**config.mk**
```make
export PLATFORM = sky130hd
export DESIGN_NAME = rgbx_quad_emit
export DESIGN_NICKNAME = d
export VERILOG_FILES = /design/src/hw/rtl/rgbx_pkg.sv /design/src/hw/rtl/rgbx_quad_emit.sv
export SDC_FILE = /design/constraint.sdc
export NUM_CORES = 1
export LEC_CHECK = 0
export BUFFER_PORTS_ARGS = -buffer_cell sky130_fd_sc_hd__buf_4
export CAP_MARGIN = 20
export CELL_PAD_IN_SITES_DETAIL_PLACEMENT = 0
export CELL_PAD_IN_SITES_GLOBAL_PLACEMENT = 1
export CORE_UTILIZATION = 38
export DETAILED_ROUTE_END_ITERATION = 6
export GPL_TIMING_DRIVEN = 0
export PLACE_DENSITY = 0.87
export SLEW_MARGIN = 20
export SYNTH_ARGS = -nofsm -noshare
export SYNTH_HDL_FRONTEND = slang
export SYNTH_SLANG_ARGS = --single-unit
```
**constraint.sdc**
```tcl
create_clock -name clk -period 1.75 [get_ports clk]
set_input_delay 0.175 -clock clk [delete_from_list [all_inputs] [get_ports clk]]
set_output_delay 0.175 -clock clk [all_outputs]
set_load 0.03 [all_outputs]
```
**src/hw/rtl/rgbx_pkg.sv**
```systemverilog
// Shared types and constants of the raw image to RGB expander.
package rgbx_pkg;

  localparam int unsigned FMT_W   = 2;
  localparam int unsigned DIM_W   = 13;
  localparam int unsigned PIX_W   = 8;
  localparam int unsigned POS_W   = 12;
  localparam int unsigned PADDR_W = 4;
  localparam int unsigned PDATA_W = 32;

  localparam logic [FMT_W-1:0] FMT_MONO8  = 2'd0;
  localparam logic [FMT_W-1:0] FMT_RGB8   = 2'd1;
  localparam logic [FMT_W-1:0] FMT_BAYER8 = 2'd2;

  localparam logic [1:0] REG_FORMAT = 2'd0;
  localparam logic [1:0] REG_WIDTH  = 2'd1;
  localparam logic [1:0] REG_HEIGHT = 2'd2;

  localparam logic [FMT_W-1:0] RESET_FORMAT = FMT_MONO8;
  localparam logic [DIM_W-1:0] RESET_WIDTH  = 13'd640;
  localparam logic [DIM_W-1:0] RESET_HEIGHT = 13'd480;

  localparam logic [1:0] PHASE_RED   = 2'd0;
  localparam logic [1:0] PHASE_GREEN = 2'd1;
  localparam logic [1:0] PHASE_BLUE  = 2'd2;

  localparam logic [1:0] CNT_ONE  = 2'd0;
  localparam logic [1:0] CNT_TWO  = 2'd1;
  localparam logic [1:0] CNT_FOUR = 2'd3;

  typedef struct packed {
    logic [PIX_W-1:0] red;
    logic [PIX_W-1:0] green;
    logic [PIX_W-1:0] blue;
    logic [POS_W-1:0] col0;
    logic [POS_W-1:0] col1;
    logic [POS_W-1:0] row0;
    logic [POS_W-1:0] row1;
    logic             col0_end;
    logic             col1_end;
    logic             row0_end;
    logic             row1_end;
    logic [1:0]       count_m1;
  } quad_t;

endpackage

```
**src/hw/rtl/rgbx_quad_emit.sv**
```systemverilog
// Output stage: holds one quad and sends its pixels one per cycle while out_stall is low.
module rgbx_quad_emit (
  input  logic                       clk,
  input  logic                       rst_n,
  input  logic                       load,
  input  rgbx_pkg::quad_t            quad,
  output logic                       free,
  output logic                       out_valid,
  input  logic                       out_stall,
  output logic [rgbx_pkg::PIX_W-1:0] out_red,
  output logic [rgbx_pkg::PIX_W-1:0] out_green,
  output logic [rgbx_pkg::PIX_W-1:0] out_blue,
  output logic [rgbx_pkg::POS_W-1:0] out_pixel_column,
  output logic [rgbx_pkg::POS_W-1:0] out_pixel_row,
  output logic                       out_run_last,
  output logic                       out_frame_done
);

  rgbx_pkg::quad_t quad_r;
  logic            valid_r;
  logic [1:0]      idx_r;
  logic            last;
  logic            take;
  logic            row_sel;
  logic            col_sel;
  logic            col_end;
  logic            row_end;

  assign last    = (idx_r == quad_r.count_m1);
  assign take    = valid_r && !out_stall;
  assign free    = !valid_r || (take && last);
  assign col_sel = idx_r[0];
  assign row_sel = (quad_r.count_m1 == rgbx_pkg::CNT_FOUR) ? idx_r[1] : idx_r[0];
  assign col_end = col_sel ? quad_r.col1_end : quad_r.col0_end;
  assign row_end = row_sel ? quad_r.row1_end : quad_r.row0_end;

  always_ff @(posedge clk) begin
    if (!rst_n) begin
      valid_r <= 1'b0;
      idx_r   <= 2'd0;
    end else if (load) begin
      valid_r <= 1'b1;
      idx_r   <= 2'd0;
    end else if (take) begin
      if (last) begin
        valid_r <= 1'b0;
      end
      idx_r <= idx_r + 2'd1;
    end
  end

  always_ff @(posedge clk) begin
    if (load) begin
      quad_r <= quad;
    end
  end

  assign out_valid        = valid_r;
  assign out_red          = quad_r.red;
  assign out_green        = quad_r.green;
  assign out_blue         = quad_r.blue;
  assign out_pixel_column = col_sel ? quad_r.col1 : quad_r.col0;
  assign out_pixel_row    = row_sel ? quad_r.row1 : quad_r.row0;
  assign out_run_last     = last;
  assign out_frame_done   = col_end && row_end;

`ifndef SYNTHESIS
  a_idx_in_quad: assert property (@(posedge clk) disable iff (!rst_n)
    valid_r |-> (idx_r <= quad_r.count_m1))
    else $error("pixel index beyond quad size");
  a_no_load_busy: assert property (@(posedge clk) disable iff (!rst_n)
    load |-> free)
    else $error("quad loaded over pending pixels");
`endif

endmodule

```
# Word-level counts from Yosys, hierarchy flattened
# Index checks and enable logic that the tools add are counted.
# word_totals
memories	0
romBits	0
regBits	81
in_bits	82
mem_bits_rw	0
wordCells	36
latchBits	0
out_inout_bits	52
# op_classes
reduce_logical	10
magnitude_cmp	0
shift	0
mux	8
bitwise_logic	1
multipliers	0
eq_ne	2
n_addsub	1
div_mod_pow	0
# ops
cell	count
12-bit 2-to-1 mux	2
1-bit 2-to-1 mux	6
2-bit nonzero test	2
1-bit logical AND	3
2-bit by 1-bit adder with 2-bit output, second input constant	1
2-bit == test	1
2-bit == test, second input constant	1
1-bit logical NOT	2
2-bit AND reduction	1
2-bit OR reduction	1
1-bit logical OR	1
1-bit NOT	1

# Logic depth before layout (Yosys ltp)
# Gate-level depths: netlist of run 1.
# logic_depth
ltp_word	4
mapped_depth	4
mapped_depth_nobuf	3

# Least setup slack after synthesis of run 1
# Ideal clock, no wire load.
# synth_timing
path_kind	register to register
startpoint	reg idx_r[0]
endpoint	reg valid_r, in the netlist out_valid
setup_ns	0.168
t_required_ns	1.582
path_stages_with_launch	5
arrival_ns	1.595
n_path_buf	1
slack_ns	-0.013
period_less_slack_ns	1.763
path_cell_list	dfxtp_1 buf_6 xor2_1 o31ai_1 a21boi_0
# synth_via
elab_chain_len	3
# synth_lines
element	line	text
from (decl)	rgbx_quad_emit.sv:21	logic [1:0] idx_r;
from (signal assigned)	rgbx_quad_emit.sv:48	idx_r <= idx_r + 2'd1;
2-bit == test	rgbx_quad_emit.sv:29	assign last = (idx_r == quad_r.count_m1);
2-bit nonzero test (no source line)	-	
2-bit AND reduction (no source line)	-	
to (signal assigned)	rgbx_quad_emit.sv:39	valid_r <= 1'b0;
to (signal assigned)	rgbx_quad_emit.sv:42	valid_r <= 1'b1;
to (signal assigned)	rgbx_quad_emit.sv:46	valid_r <= 1'b0;
to (decl)	rgbx_quad_emit.sv:20	logic valid_r;
# No other way between the ends.
# A chain may end at the register's enable or synchronous reset.

# Final worst setup path of run 1
# layout_timing
startpoint	reg quad_r[0] (netlist bit)
endpoint	out out_pixel_row[9] (netlist bit)
# layout_via
elab_chain_len	3
# layout_lines
element	line	text
from (decl)	rgbx_quad_emit.sv:19	rgbx_pkg::quad_t quad_r;
from (signal assigned)	rgbx_quad_emit.sv:54	quad_r <= quad;
2-bit == test	rgbx_quad_emit.sv:33	assign row_sel = (quad_r.count_m1 == rgbx_pkg::CNT_FOUR) ? idx_r[1] : idx_r[0];
1-bit 2-to-1 mux	rgbx_quad_emit.sv:33	
12-bit 2-to-1 mux	rgbx_quad_emit.sv:63	assign out_pixel_row = row_sel ? quad_r.row1 : quad_r.row0;
to (decl)	rgbx_quad_emit.sv:14	output logic [rgbx_pkg::POS_W-1:0] out_pixel_row,
# No other way between the ends.

==> results of run 1 <==
[layer usage]
layer / up-vias / part of all wire, % / GRT usage [%]
met5: - / 0 / 0
li1: 987 / - / -
met4: 0 / 1.9 / 9.64
met1: 991 / 34 / 16.2
met2: 72 / 59 / 31.6
met3: 13 / 4.3 / 3.23
[worst max-delay path, cell delays in order, from the launching register on]
cell      delay, ps
edfxtp_1        410
nand2_2         110
mux2i_4         290
buf_12          190
mux2_4          310
buf_6           140
[cells in the final DEF (no fill, tap or decap), drive strengths merged]
| cell | n |
|---|---|
| buf | 166 |
| edfxtp | 78 |
| dlygate4sd3 | 75 |
| mux2 | 25 |
| clkbuf | 11 |
| nand2 | 4 |
| nor2 | 3 |
| clkinvlp | 3 |
| dfxtp | 3 |
| xor2 | 3 |
| mux2i | 2 |
| o31ai | 1 |
| inv | 1 |
| nor2b | 1 |
| xnor2 | 1 |
| a21boi | 1 |
| nand3b | 1 |
| bufinv | 1 |
| clkinv | 1 |
[state kept, by name, summed over array words and instances (netlist names)]
register,cells
out_green,8
out_valid,1
idx_r,2
quad_r,54
out_red,8
out_blue,8
[path summary, 6_finish.rpt]
check        depth (start not counted)  slack, ps       from          endpoint
max                                  5       -230  quad_r[0]  out_pixel_row[9]
max reg2reg                          5        400  quad_r[0]         out_valid
min                                  1         20   quad[73]        out_red[3]
min reg2reg                          2        620   idx_r[1]          idx_r[1]
[stage by stage]
stage                     instances  setup TNS (ps)  utilization, %  setup WS (ps)  hold WS, ps
after global placement          386               0            54.0           86.7          354
after global routing            483           -4010            67.4           -334        0.443
after CTS                       476           -3200            66.3           -253       0.0314
after detailed placement        386               0            54.0           77.1          354
final                           483           -2860            67.4           -226         15.5
after floorplan                 151               0               -           34.6          274
[cells by family (layout without fill, tap and decap cells)]
family          after synthesis  in the layout  synth area share [%]
xor+xnor                      4              4                  1.14
buf+inv                      28            258                  7.19
compound gates                2              2                 0.490
mux                          27             27                  11.4
flops                        81             81                  78.4
simple gates                  9              9                  1.39
[repair_timing]
action	CTS	global route
resized for setup	11	3
endpoints found under the setup margin	22	17
setup buffers	4	2
hold endpoints to repair	70	5
hold buffers	70	5
pin swaps	0	1
[synthesized netlist by cell type, drive strengths merged]
cell type	n	area share [%]
xnor2	1	0.29
a21boi	1	0.25
nand2	4	0.57
o31ai	1	0.25
edfxtp	78	76
dfxtp	3	2.0
nor2	3	0.37
mux2i	2	1.1
nor2b	1	0.20
nand3b	1	0.25
mux2	25	10
xor2	3	0.86
buf	27	7.1
inv	1	0.12
[power breakdown]
group	leakage (nW)	internal [W]	total [W]	switching [W]
Clock	0.0832	0.000656	0.00131	0.000653
Combinational	1.33	0.000488	0.000891	0.000403
Sequential	0.788	0.00229	0.00233	0.0000420
[final cells by class]
class	instances	area [um^2]
sequential	81	2400
buffer	27	226
timing repair buffer	214	1830
clock inverter	5	56.3
multi-input combinational	42	457
clock buffer	11	131
inverter	1	3.75
tap	102	128
fill	549	2530
==> metrics.md, run 1 <==
| Metric | Value |
|---|---|
| Sequential element share of the synthesized area | about four fifths |
| Vias/cell | 4.27 |
| Die Area | 8420 um^2 |
| Hold Vio Cnt, Final | 0 |
| Failing checks | negative setup slack |
| Initial antenna violation count | 0 |
| Worst slew margin | between 30% and 40% |
| Layout Skew | just over 7 ps |
| Status | finished with violations |
| Buffer depth of the longest clock path | 2 |
| Number of global-route vias before repair | between 2000 and 2500 |
| I/O pin cnt | around 130 |
| Warnings from Yosys | 0 |
| # diodes | 0 |
| Final setup vio count | 13 |
| # DRC | 0 |
| Critical path required time | around 1600 ps |
| Maxcap violations | 0 |
| DR vias | ~2100 |
| Area delta synth->final | 70.8% |
| Final period util | 113% |
| H-Tree Depth | 3 |
| Count of different cell masters after synthesis | 20 |
| PortBufs | around 130 |
| Ratio of cells with drive above 1 in the final layout | a little over half |
| Core box area | 7770 um^2 |
| Crit-path max FO | 10 |
| Fmax | just over 500 MHz |
| Worst Setup Path Type | register to primary output |
| LEAKAGE | 2.20 nW |
| Final HPWL DP | 4000 um |
| Max VDD drop | around 0.52 mV |
| Routed WL | around 7000 um |
| Worst-skew pair later-pin latency | approximately 340 ps |
| Die H | about 92 um |
| Cells after synthesis | 151 |
| Iteration-0 DRC Markers | between 70 and 80 |
| Initial Utilization | 39.4% |
| Clock transition at path regs | approximately 90 ps |
| Clock sinks | roughly 80 |
| Clk root buf | clkbuf_8 |
| Pwr Density | 866 nW/um^2 |
| Routed wire per std cell | between 10 and 15 um |
| Max Transition Viols Final | 0 |
| Total power | about 0.0045 W |
| Rows | 32 |
| Setup ws final | -226 ps |
| Nets | about 460 |
| Syn Nets | roughly 230 |
| Placed instance area | ~4200 um^2 |
| Slew @ Worst Pin | roughly 980 ps |
| GRT Total Usage | roughly 16% |
| CP startpoint kind | register |
| CP arrival | between 1500 and 2000 ps |
| RSZ-0062 raised after global routing | yes |
| Syn Area/Cell | 20.3 um^2 |
| Total iterations of the first detailed-routing run | 4 |
| Die width | a little over 90 um |
| GP Congestion | between 0.6 and 0.7 |
| Hold Path Class | input pin to register |
| CTS buffer count | 9 |
| First-pass GRT wire length | 10200 um |
| Flops & latches, synth | 81 |
| Tmin final | between 1500 and 2000 ps |
| Antenna-violating nets left | 0 |
| Pin count of the biggest net entering global routing | 80 |
| Total grt overflow | 0 |
| Crit. End Element | primary output |
| CTS tree | yes |
| Synth Cell Area | roughly 3100 um^2 |
| Final Instance Area | 5230 um^2 |
Power figures use the tool's default switching activity.
==> inputs of run 2 (changes only) <==
--- a/config.mk
+++ b/config.mk
@@ -9,10 +9,11 @@
 export CAP_MARGIN = 20
 export CELL_PAD_IN_SITES_DETAIL_PLACEMENT = 0
 export CELL_PAD_IN_SITES_GLOBAL_PLACEMENT = 1
-export CORE_UTILIZATION = 38
+export CORE_UTILIZATION = 34
 export DETAILED_ROUTE_END_ITERATION = 6
 export GPL_TIMING_DRIVEN = 0
-export PLACE_DENSITY = 0.87
+export PLACE_DENSITY = 0.83
+export SKIP_LAST_GASP = 1
 export SLEW_MARGIN = 20
 export SYNTH_ARGS = -nofsm -noshare
 export SYNTH_HDL_FRONTEND = slang
==> constraint.sdc (replaced) <==
create_clock -name clk -period 1.7 [get_ports clk]
set_input_delay 0.17 -clock clk [delete_from_list [all_inputs] [get_ports clk]]
set_output_delay 0.17 -clock clk [all_outputs]
set_load 0.03 [all_outputs]
==> run 2 against run 1 <==
Effect of this change:
- final cell count grew 2.9%
- sequential cell count is the same
- count of clock-buffer cells in the layout shrank 1
- power grew 7.9%
- sequential share of layout area shrank 2.0 points
- combinational power grew 9.5%
- clock power grew 15%
- the run still ends with negative setup slack left
- largest power group unchanged
- register-to-register slack lost 80 ps
- sequential power grew 3%
==> metrics.md, run 2 (synthesis gave the netlist of run 1 again) <==
| Metric | Value |
|---|---|
| Failing checks | negative setup slack |
| Clk root buf | clkbuf_8 |
| Top delay family on crit path | multiplexers |
| Rows | 34 |
| Die Area | around 9400 um^2 |
| CTS tree | yes |
| DR vias | roughly 2100 |
| Final setup vio count | 14 |
| Pwr Density | around 900 nW/um^2 |
| Pin count of the biggest net entering global routing | 80 |
| # diodes | 0 |
| Max VDD drop | around 0.55 mV |
| Total grt overflow | 0 |
| Largest Register | quad_r |
| Clock sinks | between 80 and 90 |
| Die width | approximately 97 um |
| Worst slack, placed | -9.50 ps |
| Core box area | between 8000 and 9000 um^2 |
| Number of flip-flops in the largest register | between 50 and 60 |
| Number of global-route vias before repair | 2408 |
| GRT Total Usage | ~16% |
| Placed cell count | roughly 390 |
| Worst slew margin | ~35% |
| Final HPWL DP | 4000 um |
| CP max stage delay | 420 ps |
| I/O pin cnt | between 100 and 150 |
| Sequential Area | 2410 um^2 |
| Buffer depth of the longest clock path | 2 |
| H-Tree Depth | 3 |
| Tmin final | 2030 ps |
| PortBufs | around 130 |
| Most frequent cells in the layout | buf_4 (144), dlygate4sd3_1 (78), edfxtp_1 (78) |
| Final period util | 119% |
| Max Transition Viols Final | 0 |
| Crit-path max FO | 5 |
| Crit-path slowest cell | edfxtp_1 |
| # fillers | about 590 |
| Maxcap violations | 0 |
| Initial antenna violation count | 0 |
| R2r worst-path depth | 5 |
| Setup_tns | -3680 ps |
| Status | finished with violations |
| GP Congestion | between 0.6 and 0.7 |
| Area of the multi-input gates | between 500 and 600 um^2 |
| Worst-skew pair later-pin latency | 350 ps |
| Iteration-0 DRC Markers | 34 |
| Die H | between 90 and 100 um |
| Top cell by count, worst path | buf_6 |
| RSZ-0062 raised after global routing | yes |
| RR Endpoint | out_valid |
| Layout Skew | around 8 ps |
| CTS buffer count | 9 |
| Routed wire per std cell | ~15 um |
| Hold path start | rst_n |
| R2r setup slk | between 300 and 400 ps |
| Slew @ Worst Pin | approximately 970 ps |
| Nets | about 470 |
| Ratio of cells with drive above 1 in the final layout | around 56% |
| FF-to-FF Start | quad_r[0] |
| # DRC | 0 |
| Fmax | around 500 MHz |
| LEAKAGE | around 2.3 nW |
| Crit. End Element | primary output |
| Worst Setup Path Type | register to primary output |
| WHS Path Cells | 3 |
| Most common cell after layout, fill and taps aside | buf_4 |
| Critical path cell sequence | nand2_2, mux2i_4, buf_6, buf_12, mux2_4, buf_6 |
| Crit path buffers/inverters | 3 |
| Total iterations of the first detailed-routing run | 4 |
| Hold Path Sink | idx_r[1] |
| Antenna-violating nets left | 0 |
| Routed WL | 7500 um |
| Clock transition at path regs | around 80 ps |
| First-pass GRT wire length | approximately 12000 um |
| CP arrival | 1860 ps |
| Area delta synth->final | 78.8% |
| Initial Utilization | 35.1% |
| Setup ws final | -326 ps |
| Hold Vio Cnt, Final | 0 |
| Critical path required time | between 1500 and 2000 ps |
| Vias/cell | ~4.3 |
| Fin cells | approximately 500 |
| CP startpoint kind | register |
| Hold Path Class | input pin to register |
==> run 2: worst max path at each step <==
stage	cells after the start	end	from
4_1_cts	6	out_pixel_row[10]	quad_r[1]
3_3_place_gp	5	out_pixel_row[1]	quad_r[0]
6_report	6	out_pixel_row[10]	quad_r[1]
3_5_place_dp	5	out_pixel_row[10]	quad_r[0]
5_1_grt	6	out_pixel_row[10]	quad_r[1]
2_1_floorplan	4	out_frame_done	quad_r[0]
==> run 2: metal layers <==
metal | track usage (%) | share of wire (%)
met1 | 16.1 | 34
met3 | 4.70 | 5.5
met5 | 0 | 0
met2 | 32.0 | 59
met4 | 6.20 | 1.0
==> run 2: metrics by stage <==
| step | utilization (%) | area (um^2) | hold WS (ps) | total power, W |
|---|---|---|---|---|
| 3_3_place_gp | 48.2 | 4210 | 349 | 0.00316 |
| 5_1_grt | 62.8 | 5480 | 76.1 | 0.00507 |
| 6_report | 62.8 | 5480 | 93.5 | 0.00489 |
| 3_5_place_dp | 48.2 | 4210 | 349 | 0.00319 |
| 2_1_floorplan | - | 3070 | 269 | 0.00282 |
| 4_1_cts | 62.2 | 5430 | 71.0 | 0.00490 |
==> run 2: power breakdown <==
group | internal, W | switching, W | total [W]
logic | 0.000552 | 0.000424 | 0.000976
clock network | 0.000820 | 0.000685 | 0.00151
registers | 0.00236 | 0.0000524 | 0.00241
total | 0.00373 | 0.00116 | 0.00489
==> run 2: final cells by class <==
cell class / count / share of cell area, %
plain buffers: 26 / 4.02
clock buffers: 10 / 2.33
clock inverters: 5 / 1.48
inverters: 1 / 0.0685
multi-input cells: 42 / 9.30
flip-flops and latches: 81 / 43.9
well taps: 108 / 2.47
repair buffers: 224 / 36.4
==> run 2: worst min-delay path, cell delays in order <==
cell	delay, ps
buf_4	80
nand2_1	60
nor2_1	90
==> run 2: timing repair <==
item	4_1_cts	5_1_grt
pin swaps	1	2
hold buffers	78	0
setup endpoints to repair	22	23
hold endpoints to repair	78	0
setup buffers	8	6
gates resized for setup	34	14
gates cloned	2	0
==> inputs of run 3 (changes only) <==
--- a/config.mk
+++ b/config.mk
@@ -13,7 +13,6 @@
 export DETAILED_ROUTE_END_ITERATION = 6
 export GPL_TIMING_DRIVEN = 0
 export PLACE_DENSITY = 0.83
-export SKIP_LAST_GASP = 1
 export SLEW_MARGIN = 20
 export SYNTH_ARGS = -nofsm -noshare
 export SYNTH_HDL_FRONTEND = slang
==> run 3 against run 2 <==
Effect of this change:
- the flow still finishes with violations (negative setup slack)
- critical path type unchanged
- count of clock-buffer cells in the layout stayed put
- die area unchanged
- setup slack about the same
- global-route usage hardly changed
- combinational power hardly changed
- final cell count unchanged
- sequential share of layout area did not move
- routed wire length barely moved
==> metrics.md, run 3 (synthesis gave the netlist of run 1 again) <==
| Metric | Value |
|---|---|
| Max Transition Viols Final | 0 |
| Buffer depth of the longest clock path | 2 |
| Layout Skew | 5.77 ps |
| Top delay family on crit path | multiplexers |
| Most common cell after layout, fill and taps aside | buf_4 |
| CTS buffer count | 9 |
| Failing checks | negative setup slack |
| H-Tree Depth | 3 |
| Final period util | 119% |
| Tmin final | between 2000 and 2500 ps |
| Initial antenna violation count | 0 |
| # DRC | 0 |
| Routed wire per std cell | 15.1 um |
| Number of global-route vias before repair | roughly 2400 |
| Placed cell count | around 390 |
| CTS tree | yes |
| Crit-path max FO | 5 |
| Clock sinks | 81 |
| Critical path required time | ~1500 ps |
| Setup ws final | -325 ps |
| Worst Setup Path Type | register to primary output |
| CP startpoint kind | register |
| Largest Register | quad_r |
| CP arrival | 1860 ps |
| Crit path buffers/inverters | 3 |
| Top cell by count, worst path | buf_6 |
| Hold Path Class | input pin to register |
| Most frequent cells in the layout | buf_4 (144), dlygate4sd3_1 (78), edfxtp_1 (78) |
| Final Core Density | 62.8% |
| Fin cells | 497 |
| # fillers | between 500 and 600 |
| Total power | between 0.004 and 0.005 W |
| Max VDD drop | between 0.5 and 0.6 mV |
| Routed WL | about 7500 um |
| CP max stage delay | between 400 and 500 ps |
| GRT Total Usage | between 10% and 20% |
| Total iterations of the first detailed-routing run | 4 |
| Worst slack, placed | -9.50 ps |
| I/O pin cnt | 134 |
| Nets | approximately 470 |
| Setup_tns | -3670 ps |
| Number of flip-flops in the largest register | 54 |
| Final setup vio count | 14 |
| Clk root buf | clkbuf_8 |
| Maxcap violations | 0 |
| Hold Vio Cnt, Final | 0 |
| Sequential Area | ~2400 um^2 |
| Status | finished with violations |
| DR vias | 2103 |
| Crit-path slowest cell | edfxtp_1 |
| Pin count of the biggest net entering global routing | 80 |
| Ratio of cells with drive above 1 in the final layout | approximately 56% |
| Slew @ Worst Pin | 958 ps |
| RSZ-0062 raised after global routing | yes |
| Crit. End Element | primary output |
| Area of the multi-input gates | 509 um^2 |
| Antenna-violating nets left | 0 |
| Initial Utilization | between 30% and 40% |
| Pwr Density | roughly 890 nW/um^2 |
| GP Congestion | approximately 0.65 |
| Vias/cell | 4.23 |
| Clock transition at path regs | about 80 ps |
| # diodes | 0 |
| Rows | 34 |
| First-pass GRT wire length | between 10000 and 15000 um |
| Core box area | slightly below 9000 um^2 |
| Fmax | ~490 MHz |
| PortBufs | ~130 |
| Die H | between 90 and 100 um |
| Critical path cell sequence | nand2_2, mux2i_4, buf_6, buf_12, mux2_4, buf_6 |
| Die Area | between 9000 and 10000 um^2 |
| Worst slew margin | roughly 36% |
| Die width | about 97 um |
| Worst-skew pair later-pin latency | around 350 ps |
| Area delta synth->final | 78.8% |
| Iteration-0 DRC Markers | 34 |
| Final HPWL DP | 4000 um |
| Total grt overflow | 0 |
| LEAKAGE | ~2.3 nW |
## run 3: cell counts in the layout (fill, tap and decap cells not counted)
Identical to the previous run, type by type.
## run 3: final cells by class
class / count / share of cell area, %
Timing Repair Buffer: 224 / 36.4
Multi-Input combinational cell: 42 / 9.30
Tap cell: 108 / 2.47
Clock inverter: 5 / 1.48
Sequential cell: 81 / 43.9
Clock buffer: 10 / 2.33
Inverter: 1 / 0.0685
Buffer: 26 / 4.02
## run 3: final timing paths
kind                                start                end  slack [ps]  cells after the start
worst max-delay path            quad_r[1]  out_pixel_row[10]        -330                      6
worst min-delay path                rst_n           idx_r[1]         100                      3
worst max register to register  quad_r[0]          out_valid         320                      5
worst min register to register  out_valid           idx_r[1]         620                      3
## run 3: timing repair
| item | CTS | global route |
|---|---|---|
| buffers inserted | 8 | 6 |
| gates cloned | 2 | 0 |
| pin swaps | 1 | 2 |
| hold endpoints to repair | 78 | 0 |
| gates resized for setup | 35 | 13 |
| setup endpoints to repair | 22 | 23 |
| hold buffers | 78 | 0 |
## run 3: per-layer routing
| metal | wire length (um) | vias to the layer above | track usage, % |
|---|---|---|---|
| met3 | 429 | 10 | 4.70 |
| met5 | 0 | - | 0 |
| met4 | 90 | 0 | 6.20 |
| met2 | 4430 | 72 | 32.0 |
| met1 | 2550 | 1015 | 16.2 |
| li1 | - | 1006 | - |
## run 3: worst min-delay path, cell delays in order
cell	delay (ps)
buf_4	80
nand2_1	60
nor2_1	90
## run 3: power breakdown
part | internal (W) | switching, W
registers | 0.00236 | 0.0000524
logic | 0.000552 | 0.000424
clock network | 0.000820 | 0.000683
total | 0.00373 | 0.00116
## run 3: per-stage QoR
stage / cell area [um^2] / hold WS [ps]
global route: 5480 / 76.1
global placement: 4210 / 349
finish: 5480 / 95.5
CTS: 5430 / 71.0
floorplan: 3070 / 269
detailed placement: 4210 / 349
